### config.mk
export PLATFORM = sky130hd
export DESIGN_NAME = i2c_master_bit_sequencer_core
export DESIGN_NICKNAME = d
export VERILOG_FILES = /design/src/design/i2cms_pkg.sv /design/src/design/i2cms_step.sv /design/src/design/i2cms_out_buf.sv /design/src/design/i2c_master_bit_sequencer_core.sv
export SDC_FILE = /design/constraint.sdc
export NUM_CORES = 1
export LEC_CHECK = 0
export BUFFER_PORTS_ARGS = -buffer_cell sky130_fd_sc_hd__buf_2
export CAP_MARGIN = 20
export CORE_ASPECT_RATIO = 1.1
export CORE_UTILIZATION = 48
export DETAILED_ROUTE_END_ITERATION = 12
export PLACE_DENSITY_LB_ADDON = 0.25
export SKIP_LAST_GASP = 1
export SLEW_MARGIN = 5
export SYNTH_ARGS = -nofsm -noshare
export SYNTH_HDL_FRONTEND = slang
export SYNTH_SLANG_ARGS = --single-unit
### constraint.sdc
create_clock -name clk -period 3 [get_ports clk]
set_clock_uncertainty 0.05 [all_clocks]
set_input_delay 0.6 -clock clk [delete_from_list [all_inputs] [get_ports clk]]
set_output_delay 0.6 -clock clk [all_outputs]
set_load 0.05 [all_outputs]
### src/design/i2cms_pkg.sv
package i2cms_pkg;

  // Command codes carried in the kind field of an input transaction.
  typedef enum logic [3:0] {
    CMD_IDLE    = 4'd0,
    CMD_START   = 4'd1,
    CMD_STOP    = 4'd2,
    CMD_WRITE   = 4'd3,
    CMD_READ    = 4'd4,
    CMD_WAIT    = 4'd5,
    CMD_ACK     = 4'd6,
    CMD_NACK    = 4'd7,
    CMD_RELEASE = 4'd8
  } cmd_t;

  localparam logic [7:0] HALF_PERIOD_RESET = 8'd5;
  localparam logic [3:0] BITS_PER_BYTE     = 4'd8;
  localparam int unsigned MSB_BIT          = 7;

  // Sequencer state held between transactions.
  typedef struct packed {
    cmd_t       command;
    logic [2:0] phase;
    logic [7:0] wait_count;
    logic [3:0] bit_count;
    logic [7:0] shift_reg;
    logic [7:0] rx_hold;
    logic       scl;
    logic       sda;
    logic       ack;
  } seq_state_t;

  // One result transaction, last field in the lowest bits.
  typedef struct packed {
    logic       rejected;
    logic       ack_seen;
    logic [7:0] rx_byte;
    logic       done_res;
    logic       busy_res;
    logic       sda_drive;
    logic       scl_drive;
  } res_t;

endpackage

### src/design/i2cms_step.sv
module i2cms_step (
  input  i2cms_pkg::seq_state_t state,
  input  logic [7:0]            half_period,
  input  logic [3:0]            kind,
  input  logic [7:0]            tx_byte,
  input  logic                  sda_level,
  output i2cms_pkg::seq_state_t state_next,
  output i2cms_pkg::res_t       res
);

  // Sets the pin levels of the phase that the state points at and reloads the hold count.
  function automatic i2cms_pkg::seq_state_t enter_phase(i2cms_pkg::seq_state_t st,
                                                        logic [7:0] hp);
    i2cms_pkg::seq_state_t r;
    r = st;
    r.wait_count = hp;
    unique case (st.command)
      i2cms_pkg::CMD_START: begin
        priority if (st.phase == 3'd0) r.sda = 1'b1;
        else if (st.phase == 3'd1) r.scl = 1'b1;
        else if (st.phase == 3'd2) r.sda = 1'b0;
        else r.scl = 1'b0;
      end
      i2cms_pkg::CMD_STOP: begin
        if (st.phase == 3'd0) begin
          r.scl = 1'b0;
          r.sda = 1'b0;
        end else begin
          r.scl = 1'b1;
        end
      end
      i2cms_pkg::CMD_WRITE: begin
        priority if (st.phase == 3'd0) begin
          r.scl = 1'b0;
          r.sda = st.shift_reg[i2cms_pkg::MSB_BIT];
        end else if (st.phase == 3'd1) r.scl = 1'b1;
        else r.scl = 1'b0;
      end
      i2cms_pkg::CMD_READ: r.scl = (st.phase == 3'd0);
      default: begin
        priority if (st.phase == 3'd0) r.sda = (st.command != i2cms_pkg::CMD_ACK);
        else if (st.phase == 3'd1) r.scl = 1'b1;
        else r.scl = 1'b0;
      end
    endcase
    return r;
  endfunction

  logic                  is_cmd;
  logic                  fin;
  logic                  restart;
  logic                  done;
  logic                  rej;
  logic [3:0]            bc_inc;
  i2cms_pkg::seq_state_t n;

  assign is_cmd = (kind >= i2cms_pkg::CMD_START) && (kind <= i2cms_pkg::CMD_RELEASE);
  assign bc_inc = state.bit_count + 4'd1;

  always_comb begin
    n       = state;
    fin     = 1'b0;
    restart = 1'b0;
    done    = 1'b0;
    rej     = 1'b0;
    priority if (state.command == i2cms_pkg::CMD_IDLE) begin
      if (is_cmd) begin
        n.command   = i2cms_pkg::cmd_t'(kind);
        n.phase     = 3'd0;
        n.bit_count = 4'd0;
        if (kind == i2cms_pkg::CMD_WRITE) n.shift_reg = tx_byte;
        if (kind == i2cms_pkg::CMD_READ) begin
          n.shift_reg = 8'd0;
          n.sda       = 1'b1;
        end
        n = enter_phase(n, half_period);
      end
    end else if (is_cmd) begin
      rej = 1'b1;
    end else if (state.wait_count != 8'd0) begin
      n.wait_count = state.wait_count - 8'd1;
    end else begin
      // End of the current phase.
      unique case (state.command)
        i2cms_pkg::CMD_START: fin = (state.phase >= 3'd3);
        i2cms_pkg::CMD_STOP: begin
          if (state.phase >= 3'd1) begin
            n.sda = 1'b1;
            fin   = 1'b1;
          end
        end
        i2cms_pkg::CMD_WRITE: begin
          if (state.phase >= 3'd2) begin
            n.shift_reg = {state.shift_reg[6:0], 1'b0};
            n.bit_count = bc_inc;
            if (bc_inc >= i2cms_pkg::BITS_PER_BYTE) begin
              n.sda = 1'b1;
              fin   = 1'b1;
            end else begin
              restart = 1'b1;
            end
          end
        end
        i2cms_pkg::CMD_READ: begin
          if (state.phase == 3'd0) begin
            n.shift_reg = {state.shift_reg[6:0], sda_level};
          end else begin
            n.bit_count = bc_inc;
            if (bc_inc >= i2cms_pkg::BITS_PER_BYTE) begin
              n.rx_hold = state.shift_reg;
              fin       = 1'b1;
            end else begin
              restart = 1'b1;
            end
          end
        end
        i2cms_pkg::CMD_RELEASE: begin
          if (state.phase >= 3'd1) begin
            n.scl = 1'b0;
            fin   = 1'b1;
          end
        end
        default: begin
          if (state.phase == 3'd1 && state.command == i2cms_pkg::CMD_WAIT) n.ack = sda_level;
          if (state.phase >= 3'd2) begin
            if (state.command == i2cms_pkg::CMD_ACK) n.sda = 1'b1;
            fin = 1'b1;
          end
        end
      endcase
      priority if (fin) begin
        n.command    = i2cms_pkg::CMD_IDLE;
        n.phase      = 3'd0;
        n.wait_count = 8'd0;
        done         = 1'b1;
      end else if (restart) begin
        n.phase = 3'd0;
        n     = enter_phase(n, half_period);
      end else begin
        n.phase = state.phase + 3'd1;
        n     = enter_phase(n, half_period);
      end
    end
  end

  assign state_next = n;

  always_comb begin
    res.scl_drive = n.scl;
    res.sda_drive = n.sda;
    res.busy_res  = (n.command != i2cms_pkg::CMD_IDLE);
    res.done_res  = done;
    res.rx_byte   = n.rx_hold;
    res.ack_seen  = n.ack;
    res.rejected  = rej;
  end

endmodule

### src/design/i2cms_out_buf.sv
module i2cms_out_buf (
  input  logic            clk,
  input  logic            rst,
  input  logic            push,
  input  i2cms_pkg::res_t push_data,
  output logic            push_ready,
  output logic            out_valid,
  input  logic            out_ready,
  output i2cms_pkg::res_t out_data
);

  logic            skid_valid;
  i2cms_pkg::res_t skid_data;

  assign push_ready = !skid_valid;

  always_ff @(posedge clk) begin
    if (rst) begin
      out_valid  <= 1'b0;
      skid_valid <= 1'b0;
    end else if (!out_valid || out_ready) begin
      if (skid_valid) begin
        out_valid  <= 1'b1;
        skid_valid <= 1'b0;
      end else begin
        out_valid <= push;
      end
    end else if (push) begin
      skid_valid <= 1'b1;
    end
  end

  always_ff @(posedge clk) begin
    if (!out_valid || out_ready) begin
      if (skid_valid) out_data <= skid_data;
      else if (push) out_data <= push_data;
    end else if (push) begin
      skid_data <= push_data;
    end
  end

  // The skid stage only fills behind a held output.
  a_skid_behind_out: assert property (@(posedge clk) disable iff (rst)
    skid_valid |-> out_valid)
    else $error("skid stage holds a result while the output stage is empty");

  a_no_push_when_full: assert property (@(posedge clk) disable iff (rst)
    skid_valid && !out_ready |=> skid_valid && $stable(skid_data))
    else $error("skid stage lost a result");

  a_full_not_ready: assert property (@(posedge clk) disable iff (rst)
    out_valid && !out_ready && push |=> !push_ready)
    else $error("buffer accepted past its depth");

endmodule

### src/design/i2c_master_bit_sequencer_core.sv
// A result transaction is offered on the master side from the output stage registers.
// Throughput: one input per cycle; a two-entry output stage absorbs stalls until it is full.
// The sequencer state update is combinational logic between the state and output registers.
// Reset (rst, synchronous, active high) idles the sequencer with SCL and SDA released,
// empties the output stage and sets half_period to 5.
module i2c_master_bit_sequencer_core (
  input  logic        clk,
  input  logic        rst,
  // Input transactions: a command or a tick.
  input  logic        s_tvalid,
  output logic        s_tready,
  input  logic [15:0] s_tdata,  // [7:0] tx_byte, [8] sda_level, [15:9] zero
  input  logic [3:0]  s_tuser,  // [3:0] kind
  // Result transactions, one for every input transaction.
  output logic        m_tvalid,
  input  logic        m_tready,
  // [0] scl_drive, [1] sda_drive, [2] busy_res, [3] done_res, [11:4] rx_byte,
  // [12] ack_seen, [13] rejected, [15:14] zero
  output logic [15:0] m_tdata,
  // Configuration port; half_period lives at byte address 0.
  input  logic        psel,
  input  logic        penable,
  input  logic        pwrite,
  input  logic [2:0]  paddr,
  input  logic [31:0] pwdata,
  output logic [31:0] prdata,
  output logic        pready
);

  logic                  in_accept;
  logic [7:0]            half_period;
  i2cms_pkg::seq_state_t state;
  i2cms_pkg::seq_state_t state_next;
  i2cms_pkg::res_t       step_res;
  i2cms_pkg::res_t       out_res;
  logic                  buf_ready;

  // The APB port never waits. Only the word at address zero holds a register.
  assign pready = 1'b1;
  assign prdata = (paddr[2] == 1'b0) ? {24'd0, half_period} : 32'd0;

  always_ff @(posedge clk) begin
    if (rst) begin
      half_period <= i2cms_pkg::HALF_PERIOD_RESET;
    end else if (psel && penable && pwrite && pready && paddr[2] == 1'b0) begin
      half_period <= pwdata[7:0];
    end
  end

  // Each transaction moves the sequencer at most one step: a command enters
  // its first pin phase if idle and is rejected if busy, a tick counts down
  // the hold time or ends the phase. The next state is one pass of logic.
  i2cms_step u_step (
    .state       (state),
    .half_period (half_period),
    .kind        (s_tuser),
    .tx_byte     (s_tdata[7:0]),
    .sda_level   (s_tdata[8]),
    .state_next  (state_next),
    .res         (step_res)
  );

  assign s_tready  = buf_ready;
  assign in_accept = s_tvalid && s_tready;

  always_ff @(posedge clk) begin
    if (rst) begin
      state.command    <= i2cms_pkg::CMD_IDLE;
      state.phase      <= 3'd0;
      state.wait_count <= 8'd0;
      state.bit_count  <= 4'd0;
      state.shift_reg  <= 8'd0;
      state.rx_hold    <= 8'd0;
      state.scl        <= 1'b1;
      state.sda        <= 1'b1;
      state.ack        <= 1'b0;
    end else if (in_accept) begin
      state <= state_next;
    end
  end

  // The output stage keeps taking results while the master side stalls, so
  // the input side only waits once two results are queued.
  i2cms_out_buf u_out_buf (
    .clk        (clk),
    .rst        (rst),
    .push       (in_accept),
    .push_data  (step_res),
    .push_ready (buf_ready),
    .out_valid  (m_tvalid),
    .out_ready  (m_tready),
    .out_data   (out_res)
  );

  assign m_tdata = {2'b00, out_res};

  // An idle sequencer has no phase in flight.
  a_idle_clean: assert property (@(posedge clk) disable iff (rst)
    state.command == i2cms_pkg::CMD_IDLE |-> state.phase == 3'd0 && state.wait_count == 8'd0)
    else $error("idle sequencer with a phase in flight");

  // A byte command never counts past eight bits.
  a_bit_count: assert property (@(posedge clk) disable iff (rst)
    state.bit_count <= i2cms_pkg::BITS_PER_BYTE)
    else $error("bit count beyond one byte");

  // A command that finishes leaves the sequencer idle, and a rejected
  // command cannot finish one.
  a_done_idle: assert property (@(posedge clk) disable iff (rst)
    in_accept && step_res.done_res |-> !step_res.busy_res && !step_res.rejected)
    else $error("finished command still busy or rejected");

  // A rejected command leaves the state untouched apart from nothing at all.
  a_reject_hold: assert property (@(posedge clk) disable iff (rst)
    in_accept && step_res.rejected |=> state == $past(state))
    else $error("rejected command changed the sequencer state");

endmodule

== Yosys cells after proc, flatten, opt, wreduce, memory -nomap -nowiden ==
Cells that the tools add are included.

* Register bits: 76
* Input port bits: 62
* Output and inout port bits: 51
* Word-level logic and storage cells: 158

* Add/subtract/negate cells: 3
* Magnitude comparators: 6
* Equality and inequality tests: 20
* Muxes and demuxes: 73
* Bitwise operators: 2
* Reductions and logical operators: 27

{| class="wikitable"
|+ Operators with widths
! operator !! count
|-
| 38-bit 2-to-1 mux || 3
|-
| 8-bit 2-to-1 mux || 8
|-
| 23-bit 2-to-1 mux || 2
|-
| 1-bit 2-to-1 mux || 43
|-
| 34-bit 2-to-1 mux || 1
|-
| 14-bit 2-to-1 mux || 2
|-
| 12-bit case mux with 2 select lines || 1
|-
| 4-bit by 2-bit == test with 1-bit output (second input constant) || 4
|-
| 4-bit by 3-bit == test with 1-bit output (second input constant) || 4
|-
| 1-bit case mux with 4 select lines || 4
|-
| 15-bit 2-to-1 mux || 1
|-
| 12-bit 2-to-1 mux || 1
|-
| 2-bit OR reduction || 5
|-
| 4-bit by 1-bit == test with 1-bit output (second input constant) || 2
|-
| 4-bit by 3-bit inequality test with 1-bit output (second input constant) || 2
|-
| 8-bit nonzero test || 1
|-
| 8-bit by 1-bit subtractor with 8-bit output (second input constant) || 1
|-
| 7-bit 2-to-1 mux || 1
|-
| 3-bit by 1-bit == test with 1-bit output (second input constant) || 2
|-
| 3-bit by 2-bit greater-or-equal comparator with 1-bit output (second input constant) || 2
|-
| 1-bit logical AND || 6
|-
| 3-bit zero test || 2
|-
| 1-bit case mux with 2 select lines || 3
|-
| 1-bit case mux with 3 select lines || 2
|-
| 24 further kinds || 28
|}

== Depth between registers and ports, before layout ==
Gate-level depths: netlist of run 1.

* Word-level depth: 17
* Gate-level depth with buffers: 11
* Gate-level depth less buffers: 8

== Cells and area by module ==
From an unflattened synthesis of run 1, not the netlist that was laid out.

* Cells, all modules: 569
* Area, all modules: 5,203.7 um^2

{| class="wikitable"
|+ Modules (own cells, without submodules)
! module !! times used !! cells each !! area an instance (um^2) !! sequential area each (um^2)
|-
| i2c_master_bit_sequencer_core || 1 || 245 || 2,288.4 || 920.9
|-
| i2cms_step || 1 || 270 || 1,776.7 || 0.0
|-
| i2cms_out_buf || 1 || 54 || 1,138.6 || 880.8
|}

== Worst setup path after synthesis of run 1 ==
No wires, ideal clock.

* Kind: register to register
* Start point: register, netlist name state[23]
* End point: register u_out_buf.out_data[10] (netlist name) (data pin)
* Library setup time: 0.260 ns
* Arrival time: 2.745 ns
* Required time: 2.690 ns
* Slack: -0.055 ns
* Stages on the path, launching flop included: 9
* Buffers on the path: 1
* Clock period less this slack: 3.055 ns
* Cell sequence: dfxtp_1 inv_1 ha_1 or4b_4 or4_1 clkbuf_2 nor4_4 mux2_2 mux2_2

{| class="wikitable"
|+ RTL lines
! what !! RTL line !! text
|-
| end signal: assignment || i2cms_out_buf.sv:35 || <nowiki>if (skid_valid) out_data <= skid_data;</nowiki>
|-
| end signal: assignment || i2cms_out_buf.sv:36 || <nowiki>else if (push) out_data <= push_data;</nowiki>
|-
| end: declaration || i2cms_out_buf.sv:9 || <nowiki>output i2cms_pkg::res_t out_data</nowiki>
|}

==> results.sh, run 1 <==
export IMPL_fin_area_sq_um=5010
export IMPL_synthArstFlopShare=0
export IMPL_viasPerCell=5.72
export IMPL_setup_tns_ns=0
export IMPL_synth_largest_area_cell="dfxtp_1"
export IMPL_maxCapViolations=0
export IMPL_setup_violations_final=0
export IMPL_reg2reg_from="state[23]$_SDFFE_PP0P_"
export IMPL_post_cts_buffers=0
export IMPL_ys_seq_area_frac=0.411
export IMPL_synth_area_sq_um=4390
export IMPL_path_buf_inv=2
export IMPL_required_ns=3.07
export IMPL_synthDistinctLibCells=62
export IMPL_wl_met3_microns=599
export IMPL_wl_per_cell_microns=15.2
export IMPL_rsz0062_at_grt="false"
export IMPL_ys_flop_type="dfxtp_1"
export IMPL_yosysMostFrequentCell="nand2_1"
export IMPL_grt_ovfl_total=0
export IMPL_wl_met2_microns=5090
export IMPL_synth_top_area_frac=0.219
export IMPL_drt_iter0_markers=211
export IMPL_min_delay_path_depth=2
export IMPL_rr_worst_depth=8
export IMPL_first_pass_iters=4
export IMPL_outcome="completed"
export IMPL_p_sw_uw=909
export IMPL_holdPathEnd="state[8]$_SDFFE_PP0P_"
export IMPL_intPower_mw=1.66
export IMPL_synth_edf_count=28
export IMPL_dieHeight_microns=102
export IMPL_highest_layer="met4"
export IMPL_drc_errors=0
export IMPL_grt_pass1_vias=3511
export IMPL_dp_hpwl_microns=7580
export IMPL_antenna_cells=0
export IMPL_post_cts_resized=0
export IMPL_cp_start_kind="flop"
export IMPL_dieArea_sq_um=9520
export IMPL_path_common_cell="mux2_2"
export IMPL_yosys_top_cells_area="dfxtp_1, edfxtp_1, nand2_1"
export IMPL_path_clk_slew_ns=0.09
export IMPL_leakagePower_nw=1.95
export IMPL_slew_violations=0
export IMPL_grt_pass1_wl_microns=17200
export IMPL_rows=36
export IMPL_ir_worst_vdd_mv=0.278
export IMPL_critPathTopFamily="simple AND/OR/NAND/NOR gates"
export IMPL_nets=638
export IMPL_synth_seq_cells=76
export IMPL_r2r_slack_ns=0.07
export IMPL_cts_hold_buffers=0
export IMPL_slowest_stage="or4_1"
export IMPL_yosys_warnings=0
export IMPL_numCtsBuffers=9
export IMPL_ant_nets=0
export IMPL_hold_start="state[8]$_SDFFE_PP0P_"
export IMPL_r2r_end="u_out_buf.out_data[5]$_DFFE_PP_"
export IMPL_core_sq_um=8870
export IMPL_portBuffers=52
export IMPL_synth_commonest_cells="nand2_1, dfxtp_1, a21oi_1"
export IMPL_finalCriticalPeriod_ns=2.93
export IMPL_groute_usage_overall=0.230
export IMPL_cts_tree="yes"
export IMPL_comb_power_share=0.246
export IMPL_path_class="flop to flop"
export IMPL_power_frac_clock=0.296
export IMPL_tightest_slew_ns=0.580
export IMPL_drive_gt1_frac=0.225
export IMPL_clock_latency_ns=0.35
export IMPL_seq_power_share=0.459
export IMPL_antenna_found_initial=0
export IMPL_avgSynthCellArea_sq_um=8.79
export IMPL_cts_htree_levels=3
export IMPL_die_w_microns=93.1
export IMPL_stdcell_count=684
export IMPL_io_pins=113
export IMPL_grt_max_degree=24
export IMPL_placed_cells=668
export IMPL_dpl_instance_area_sq_um=4810
export IMPL_globalplace_congestion=0.870
export IMPL_max_freq_ghz=0.342
export IMPL_synthToLayoutAreaGrowth_pct=14.3
export IMPL_slew_headroom=0.613
export IMPL_syn_inst=499
export IMPL_clockBufferDepth=2
export IMPL_critPathMaxStageDelay_ns=0.48
export IMPL_root_buffer="clkbuf_8"
export IMPL_crit_chain="inv_1 > ha_1 > or4b_4 > or4_1 > nor4_4 > buf_6 > mux2_2 > mux2_2"
export IMPL_arrival_ns=2.99
export IMPL_final_util=0.565
export IMPL_power_density_nw_per_um2=513
export IMPL_fin_crit_sh=0.976
export IMPL_drt_total_wl_microns=10400
export IMPL_end_kind="flop"
export IMPL_cts_num_sinks=76
export IMPL_start_util=0.494
export IMPL_crit_fanout=9
export IMPL_finalHoldViolCount=0
export IMPL_switching_share=0.353
export IMPL_num_vias=3915
export IMPL_wl_met1_microns=4500
export IMPL_worstHoldPathType="flop to flop"
[cells by family after synthesis]
family                   after synthesis  share of synthesized area
AND/OR/NAND/NOR                      190                      0.220
XOR/XNOR                               5                    0.00999
other                                  2                    0.00171
AO/OA/AOI/OAI                        128                      0.185
adder cells (fa/ha/maj)               11                     0.0314
flip-flops                            76                      0.411
buffers and inverters                 62                     0.0779
multiplexers                          25                     0.0631
[worst reg2reg max path, stage by stage, from the launching register on]
cell and delay [ns]:
dfxtp_1 0.34, inv_1 0.08, ha_1 0.19, or4b_4 0.47, or4_1 0.48, nor4_4 0.27, buf_6 0.18, mux2_2 0.36
mux2_2 0.27
[cells in the final DEF, fill, tap and decap left out, types with 4 or more instances in the layout]
cell type  instances
ha_1              11
nand3_1           11
a22oi_1            4
a21oi_1           46
nor3_1            13
a31oi_1            5
nand4b_1           4
clkbuf_8           9
nand2_1           73
buf_2             52
nor3b_1            4
mux2i_1            4
dfxtp_1           48
o21ai_0           22
mux2_2            21
buf_4             30
nor2_1            33
xor2_1             4
o22ai_1            4
inv_1              9
a311oi_1           7
edfxtp_1          28
nor2b_1           11
conb_1            27
nand2b_1           8
o31ai_1           10
[worst max-delay path by stage]
stage	start	end	depth (start not counted)
5_1_grt	state[23]$_SDFFE_PP0P_	u_out_buf.out_data[5]$_DFFE_PP_	8
3_3_place_gp	state[23]$_SDFFE_PP0P_	u_out_buf.out_data[7]$_DFFE_PP_	8
6_report	state[23]$_SDFFE_PP0P_	u_out_buf.out_data[5]$_DFFE_PP_	8
2_1_floorplan	state[23]$_SDFFE_PP0P_	u_out_buf.out_data[10]$_DFFE_PP_	8
4_1_cts	state[23]$_SDFFE_PP0P_	u_out_buf.out_data[5]$_DFFE_PP_	8
3_5_place_dp	state[23]$_SDFFE_PP0P_	u_out_buf.out_data[5]$_DFFE_PP_	8
[registers in the layout, indices dropped and copies added, names as in the netlist]
signal / flops
u_out_buf.out_valid: 1
u_out_buf.skid_data: 14
half_period: 8
state: 38
u_out_buf.out_data: 14
u_out_buf.skid_valid: 1
[power by group through the flow]
| stage | Combinational (mW) | Clock (mW) | Sequential [mW] |
|---|---|---|---|
| floorplan | 0.429 | 0 | 1.23 |
| global placement | 0.605 | 0 | 1.20 |
| detailed placement | 0.614 | 0 | 1.20 |
| CTS | 0.619 | 0.777 | 1.18 |
| global route | 0.689 | 0.823 | 1.19 |
| finish | 0.631 | 0.760 | 1.18 |
[cell type report]
cell class                      count  area [sq um]
Fill cell                         814          3860
Multi-Input combinational cell    386          2350
Sequential cell                    76          1800
Timing Repair Buffer               83           497
Tap cell                          114           143
Clock buffer                        9           124
Clock inverter                      7          65.1
Inverter                            9          33.8
[metal layers]
layer	GRT usage	up-vias
li1	-	1901
met2	0.389	144
met3	0.0476	15
met5	0	-
met1	0.295	1855
met4	0.0722	0
[metrics by stage]
step	hold slack [ns]	worst slack [ns]	total power [mW]
3_3_place_gp	0.385	0.0745	1.80
5_1_grt	0.422	0.00617	2.70
6_report	0.407	0.0734	2.57
4_1_cts	0.404	0.0297	2.57
2_1_floorplan	0.379	0.00755	1.66
3_5_place_dp	0.394	0.0289	1.81
Note: power is estimated with default switching activity, not from simulation.
==> inputs of run 2 (changes only) <==
==> constraint.sdc (replaced) <==
create_clock -name clk -period 3 [get_ports clk]
set_clock_uncertainty 0.05 [all_clocks]
set_input_delay 0.45 -clock clk [delete_from_list [all_inputs] [get_ports clk]]
set_output_delay 0.45 -clock clk [all_outputs]
set_load 0.05 [all_outputs]
==> run 2 against run 1 <==
  * Routed wire length rose by 1.3%
  * Maximum frequency increased by 0.91%
  * Power rose by 6.3%
  * Sequential share of layout area shrank 0.54 points
  * Register-to-register slack better by 0.03 ns
==> results.sh, run 2 (synthesis results as in run 1) <==
export IMPL_crit_chain="inv_2 > ha_4 > or4b_4 > or4_4 > nor4_4 > buf_4 > mux2_2 > mux2_2"
export IMPL_first_pass_iters=4
export IMPL_finalCriticalPeriod_ns=2.90
export IMPL_viasPerCell=5.57
export IMPL_setup_violations_final=0
export IMPL_antenna_found_initial=0
export IMPL_path_clk_slew_ns=0.10
export IMPL_ant_nets=0
export IMPL_dieArea_sq_um=9520
export IMPL_dpl_instance_area_sq_um=4810
export IMPL_power_frac_clock=0.335
export IMPL_top_register="state"
export IMPL_rows=36
export IMPL_synthToLayoutAreaGrowth_pct=16.1
export IMPL_power_total_mw=2.73
export IMPL_switching_share=0.330
export IMPL_root_buffer="clkbuf_8"
export IMPL_start_util=0.494
export IMPL_required_ns=3.07
export IMPL_grt_pass1_vias=3475
export IMPL_io_pins=113
export IMPL_core_sq_um=8870
export IMPL_grt_ovfl_total=0
export IMPL_worstHoldPathType="input port to flop"
export IMPL_cts_htree_levels=3
export IMPL_arrival_ns=2.97
export IMPL_max_freq_ghz=0.345
export IMPL_grt_max_degree=41
export IMPL_clock_latency_ns=0.36
export IMPL_path_common_cell="mux2_2"
export IMPL_cts_num_sinks=76
export IMPL_fin_area_sq_um=5090
export IMPL_dieHeight_microns=102
export IMPL_reg_largest_list="state: 38 flops, u_out_buf.out_data: 14 flops, u_out_buf.skid_data: 14 flops"
export IMPL_cp_start_kind="flop"
export IMPL_cts_tree="yes"
export IMPL_clockBufferDepth=2
export IMPL_slowest_stage="or4b_4"
export IMPL_leakagePower_nw=1.99
export IMPL_intPower_mw=1.83
export IMPL_slew_headroom=0.609
export IMPL_crit_fanout=4
export IMPL_finalHoldViolCount=0
export IMPL_comb_power_share=0.234
export IMPL_layout_common_cells="nand2_1, buf_2, dfxtp_1"
export IMPL_fin_crit_sh=0.967
export IMPL_dp_hpwl_microns=7620
export IMPL_num_vias=3829
export IMPL_final_util=0.574
export IMPL_die_w_microns=93.1
export IMPL_path_buf_inv=2
export IMPL_tightest_slew_ns=0.586
export IMPL_rsz0062_at_grt="false"
export IMPL_maxCapViolations=0
export IMPL_antenna_cells=0
export IMPL_groute_usage_overall=0.227
export IMPL_p_sw_uw=902
export IMPL_fill_cells=806
export IMPL_path_class="flop to flop"
export IMPL_drive_gt1_frac=0.239
export IMPL_grt_pass1_wl_microns=16900
export IMPL_nets=642
export IMPL_setup_tns_ns=0
export IMPL_drt_iter0_markers=169
export IMPL_portBuffers=52
export IMPL_end_kind="flop"
export IMPL_seq_power_share=0.431
export IMPL_critPathTopFamily="simple AND/OR/NAND/NOR gates"
export IMPL_outcome="completed"
export IMPL_critPathMaxStageDelay_ns=0.47
export IMPL_globalplace_congestion=0.871
export IMPL_drc_errors=0
export IMPL_slew_violations=0
export IMPL_largest_reg_flops=38
export IMPL_wl_per_cell_microns=15.3
export IMPL_numCtsBuffers=9
export IMPL_drt_total_wl_microns=10500
export IMPL_layout_commonest_cell="nand2_1"
export IMPL_ir_worst_vdd_mv=0.256
export IMPL_power_density_nw_per_um2=537
run 2: layout make-up:
cell class | count | area [sq um] | area share
Multi-Input combinational cell | 386 | 2360 | 0.463
Sequential cell | 76 | 1800 | 0.354
Timing Repair Buffer | 87 | 527 | 0.103
Tap cell | 114 | 143 | 0.0280
Clock buffer | 9 | 124 | 0.0243
Clock inverter | 7 | 105 | 0.0206
Inverter | 9 | 33.8 | 0.00663
run 2: timing repair:
item / CTS / global route
hold buffers: 0 / 0
pin swaps: 0 / 0
setup endpoints to repair: 3 / 11
gates resized for setup: 1 / 8
cloned: 0 / 1
setup buffers: 0 / 2
run 2: through the flow:
step	worst slack, ns	hold WS, ns	instances
global placement	0.0585	0.385	669
detailed placement	0.0338	0.392	669
finish	0.0999	0.251	688
global route	0.0121	0.259	688
floorplan	0.00755	0.379	524
CTS	0.0152	0.252	685
run 2: worst min-delay path, cell delays in order:
cell and delay [ns]:
buf_2 0.08, nand2_1 0.04, nand3_1 0.06
run 2: final timing paths:
| check | to | start | slack (ns) | cells past startpoint |
|---|---|---|---|---|
| max | u_out_buf.out_data[5]$_DFFE_PP_ | state[23]$_SDFFE_PP0P_ | 0.1 | 8 |
| min | half_period[0]$_SDFFE_PP1P_ | pwdata[0] | 0.25 | 3 |
| max reg2reg | u_out_buf.out_data[5]$_DFFE_PP_ | state[23]$_SDFFE_PP0P_ | 0.1 | 8 |
| min reg2reg | state[8]$_SDFFE_PP0P_ | state[8]$_SDFFE_PP0P_ | 0.40 | 2 |
run 2: power by group through the flow:
stage          sequential (mW)  combinational, mW  clock (mW)
2_1_floorplan             1.23              0.429           0
3_3_place_gp              1.20              0.607           0
3_5_place_dp              1.20              0.616           0
4_1_cts                   1.18              0.620       0.921
5_1_grt                   1.19              0.695       0.967
6_report                  1.18              0.638       0.916
run 2: layer usage:
| metal | global-route usage | routed length, microns | part of all wire | vias to the layer above |
|---|---|---|---|---|
| met5 | 0 | 0 | 0 | - |
| li1 | - | - | - | 1902 |
| met4 | 0.0710 | 165 | 0.016 | 0 |
| met2 | 0.395 | 5190 | 0.49 | 108 |
| met3 | 0.0461 | 468 | 0.045 | 16 |
| met1 | 0.282 | 4690 | 0.45 | 1803 |
==> inputs of run 3 (changes only) <==
--- a/config.mk
+++ b/config.mk
@@ -8,11 +8,12 @@
 export BUFFER_PORTS_ARGS = -buffer_cell sky130_fd_sc_hd__buf_2
 export CAP_MARGIN = 20
 export CORE_ASPECT_RATIO = 1.1
-export CORE_UTILIZATION = 48
+export CORE_UTILIZATION = 50
 export DETAILED_ROUTE_END_ITERATION = 12
 export PLACE_DENSITY_LB_ADDON = 0.25
 export SKIP_LAST_GASP = 1
 export SLEW_MARGIN = 5
 export SYNTH_ARGS = -nofsm -noshare
 export SYNTH_HDL_FRONTEND = slang
+export SYNTH_HIERARCHICAL = 1
 export SYNTH_SLANG_ARGS = --single-unit
==> run 3 against run 2 <==
  * Non-clock buffer count down 18
  * Die area up 14%
  * Register-to-register slack better by 0.07 ns
  * Via count up 11%
  * Cell area up 7.7%
  * Count of clock-buffer cells in the layout unchanged
  * Power down 8.6%
  * Sequential power about the same
  * Sequential share of layout area down 2.6 points
  * Largest power group unchanged
  * Synthesized area up 19%
  * Critical endpoint is now u_out_buf/out_data[12]$_DFFE_PP_
  * Combinational power down 4.7%
==> results.sh, run 3 <==
export IMPL_path_clk_slew_ns=0.09
export IMPL_numCtsBuffers=9
export IMPL_stdcell_count=722
export IMPL_seq_area_sq_um=1800
export IMPL_hold_start="pwdata[2]"
export IMPL_holdPathEnd="half_period[2]$_SDFFE_PP1P_"
export IMPL_io_pins=113
export IMPL_start_util=0.521
export IMPL_setup_violations_final=0
export IMPL_top_register="state"
export IMPL_fill_cells=930
export IMPL_synth_commonest_cells="nand3_1, a21oi_1, dfxtp_1"
export IMPL_dieArea_sq_um=10800
export IMPL_crit_fanout=9
export IMPL_max_freq_ghz=0.353
export IMPL_synthArstFlopShare=0
export IMPL_synth_seq_cells=76
export IMPL_reg2reg_from="state[23]$_SDFFE_PP0P_"
export IMPL_end_kind="flop"
export IMPL_synth_edf_count=28
export IMPL_wl_per_cell_microns=16.1
export IMPL_synth_area_sq_um=5200
export IMPL_min_delay_path_depth=3
export IMPL_final_util=0.549
export IMPL_arrival_ns=2.90
export IMPL_grt_pass1_vias=3945
export IMPL_ys_seq_area_frac=0.346
export IMPL_cts_tree="yes"
export IMPL_drt_total_wl_microns=11600
export IMPL_synth_xor_area_frac=0.00673
export IMPL_post_cts_resized=0
export IMPL_synth_compound_area_frac=0.224
export IMPL_synth_simple_area_share=0.197
export IMPL_synth_top_area_frac=0.185
export IMPL_root_buffer="clkbuf_8"
export IMPL_clock_latency_ns=0.37
export IMPL_power_frac_clock=0.296
export IMPL_power_density_nw_per_um2=455
export IMPL_outcome="completed"
export IMPL_viasPerCell=5.88
export IMPL_grt_ovfl_total=0
export IMPL_clockBufferDepth=2
export IMPL_leakagePower_nw=2.10
export IMPL_globalplace_congestion=0.878
export IMPL_ant_nets=0
export IMPL_r2r_end="u_out_buf/out_data[12]$_DFFE_PP_"
export IMPL_dp_hpwl_microns=8220
export IMPL_synthToLayoutAreaGrowth_pct=5.43
export IMPL_ir_worst_vdd_mv=0.196
export IMPL_intPower_mw=1.62
export IMPL_core_sq_um=9980
export IMPL_yosysMostFrequentCell="nand3_1"
export IMPL_layout_common_cells="buf_2, nand3_1, a21oi_1, dfxtp_1, nor2_1"
export IMPL_yosys_top_cells_area="dfxtp_1, edfxtp_1, buf_4"
export IMPL_antenna_cells=0
export IMPL_place_ws_ns=0.226
export IMPL_first_pass_iters=4
export IMPL_drt_iter0_markers=255
export IMPL_multi_input_area_sq_um=2910
export IMPL_synth_largest_area_cell="dfxtp_1"
export IMPL_nets=667
export IMPL_fin_crit_sh=0.943
export IMPL_cts_htree_levels=3
export IMPL_rr_worst_depth=9
export IMPL_die_w_microns=99.3
export IMPL_synthDistinctLibCells=73
export IMPL_comb_power_share=0.243
export IMPL_antenna_found_initial=0
export IMPL_drive_gt1_frac=0.264
export IMPL_num_vias=4248
export IMPL_setup_tns_ns=0
export IMPL_seq_power_share=0.461
export IMPL_rows=38
export IMPL_synth_top_family_by_area="compound AO/OA/AOI/OAI gates"
export IMPL_finalHoldViolCount=0
export IMPL_grt_max_degree=75
export IMPL_slew_headroom=0.459
export IMPL_cts_num_sinks=76
export IMPL_groute_usage_overall=0.224
export IMPL_layout_commonest_cell="buf_2"
export IMPL_largest_reg_flops=38
export IMPL_rsz0062_at_grt="false"
export IMPL_drc_errors=0
export IMPL_finalCriticalPeriod_ns=2.83
export IMPL_post_cts_buffers=0
export IMPL_maxCapViolations=0
export IMPL_cp_start_kind="flop"
export IMPL_slew_violations=0
export IMPL_cts_hold_buffers=0
export IMPL_tightest_slew_ns=0.811
export IMPL_synthMuxAreaShare=0.0923
export IMPL_path_class="flop to flop"
export IMPL_placed_cells=706
export IMPL_required_ns=3.07
export IMPL_grt_pass1_wl_microns=19000
export IMPL_worstHoldPathType="input port to flop"
export IMPL_portBuffers=52
export IMPL_switching_share=0.350
export IMPL_dieHeight_microns=109
export IMPL_avgSynthCellArea_sq_um=9.15
export IMPL_fin_ws_ns=0.170
export IMPL_power_total_mw=2.50
export IMPL_p_sw_uw=873
export IMPL_ys_flop_type="dfxtp_1"
export IMPL_reg_largest_list="state: 38 flops, u_out_buf/out_data: 14 flops, u_out_buf/skid_data: 14 flops"
export IMPL_yosys_warnings=6
export IMPL_syn_inst=569
export IMPL_synth_fa_ha_area_frac=0.0192
export IMPL_r2r_slack_ns=0.17
[run 3: cell count changes after synthesis, sizes merged, moves of 14 or more]
cell    change
mux2i      +14
nand3      +40
buf        +31
nand2b     +14
a21bo      +36
nand2      -48
[run 3: worst max-delay path by stage]
| stage | end | slack (ns) | start |
|---|---|---|---|
| floorplan | u_out_buf/out_data[7]$_DFFE_PP_ | 0.27 | state[23]$_SDFFE_PP0P_ |
| global placement | u_out_buf/out_data[5]$_DFFE_PP_ | 0.27 | s_tuser[3] |
| detailed placement | u_out_buf/out_data[12]$_DFFE_PP_ | 0.23 | state[23]$_SDFFE_PP0P_ |
| CTS | u_out_buf/out_data[12]$_DFFE_PP_ | 0.21 | state[23]$_SDFFE_PP0P_ |
| global route | u_out_buf/out_data[0]$_DFFE_PP_ | 0.07 | state[23]$_SDFFE_PP0P_ |
| finish | u_out_buf/out_data[12]$_DFFE_PP_ | 0.17 | state[23]$_SDFFE_PP0P_ |
[run 3: final cells by class]
cell class / count / share of cell area
tap: 120 / 0.0274
sequential: 76 / 0.328
clock buffer: 9 / 0.0226
inverter: 15 / 0.0103
clock inverter: 7 / 0.0107
multi-input combinational: 426 / 0.530
timing repair buffer: 69 / 0.0707
[run 3: cell families after synthesis]
group | after synthesis
AOI/OAI and AO/OA | 162
xor gates and xnor gates | 4
adders and majority gates | 8
buffers and inverters | 92
DFF | 76
muxes | 42
other | 2
and+or+nand+nor | 183
[run 3: through the flow]
stage	cell area (sq um)	hold WS, ns
after floorplan	5300	0.407
after global placement	5300	0.430
after detailed placement	5300	0.433
after CTS	5490	0.273
after global routing	5490	0.288
final	5490	0.285
[run 3: routing by layer]
| layer | track usage | up-vias | wire length (microns) |
|---|---|---|---|
| li1 | - | 2079 | - |
| met1 | 0.278 | 2009 | 5100 |
| met2 | 0.374 | 132 | 5620 |
| met3 | 0.0327 | 28 | 544 |
| met4 | 0.127 | 0 | 383 |
| met5 | 0 | - | 0 |
[run 3: critical path, stage by stage (launching register included)]
cell and delay (ns):
dfxtp_1 0.35, inv_1 0.06, ha_1 0.23, or4b_4 0.52, nor4_4 0.20, buf_4 0.22
and3_1 0.21, nand4b_1 0.15, mux2_2 0.33, mux2_2 0.26
[run 3: power by group through the flow]
stage                     Combinational, mW  Clock [mW]  Sequential [mW]
after global routing                  0.656       0.806             1.16
final                                 0.608       0.738             1.15
after floorplan                       0.457           0             1.22
after global placement                0.586           0             1.17
after detailed placement              0.600           0             1.18
after CTS                             0.603       0.756             1.15
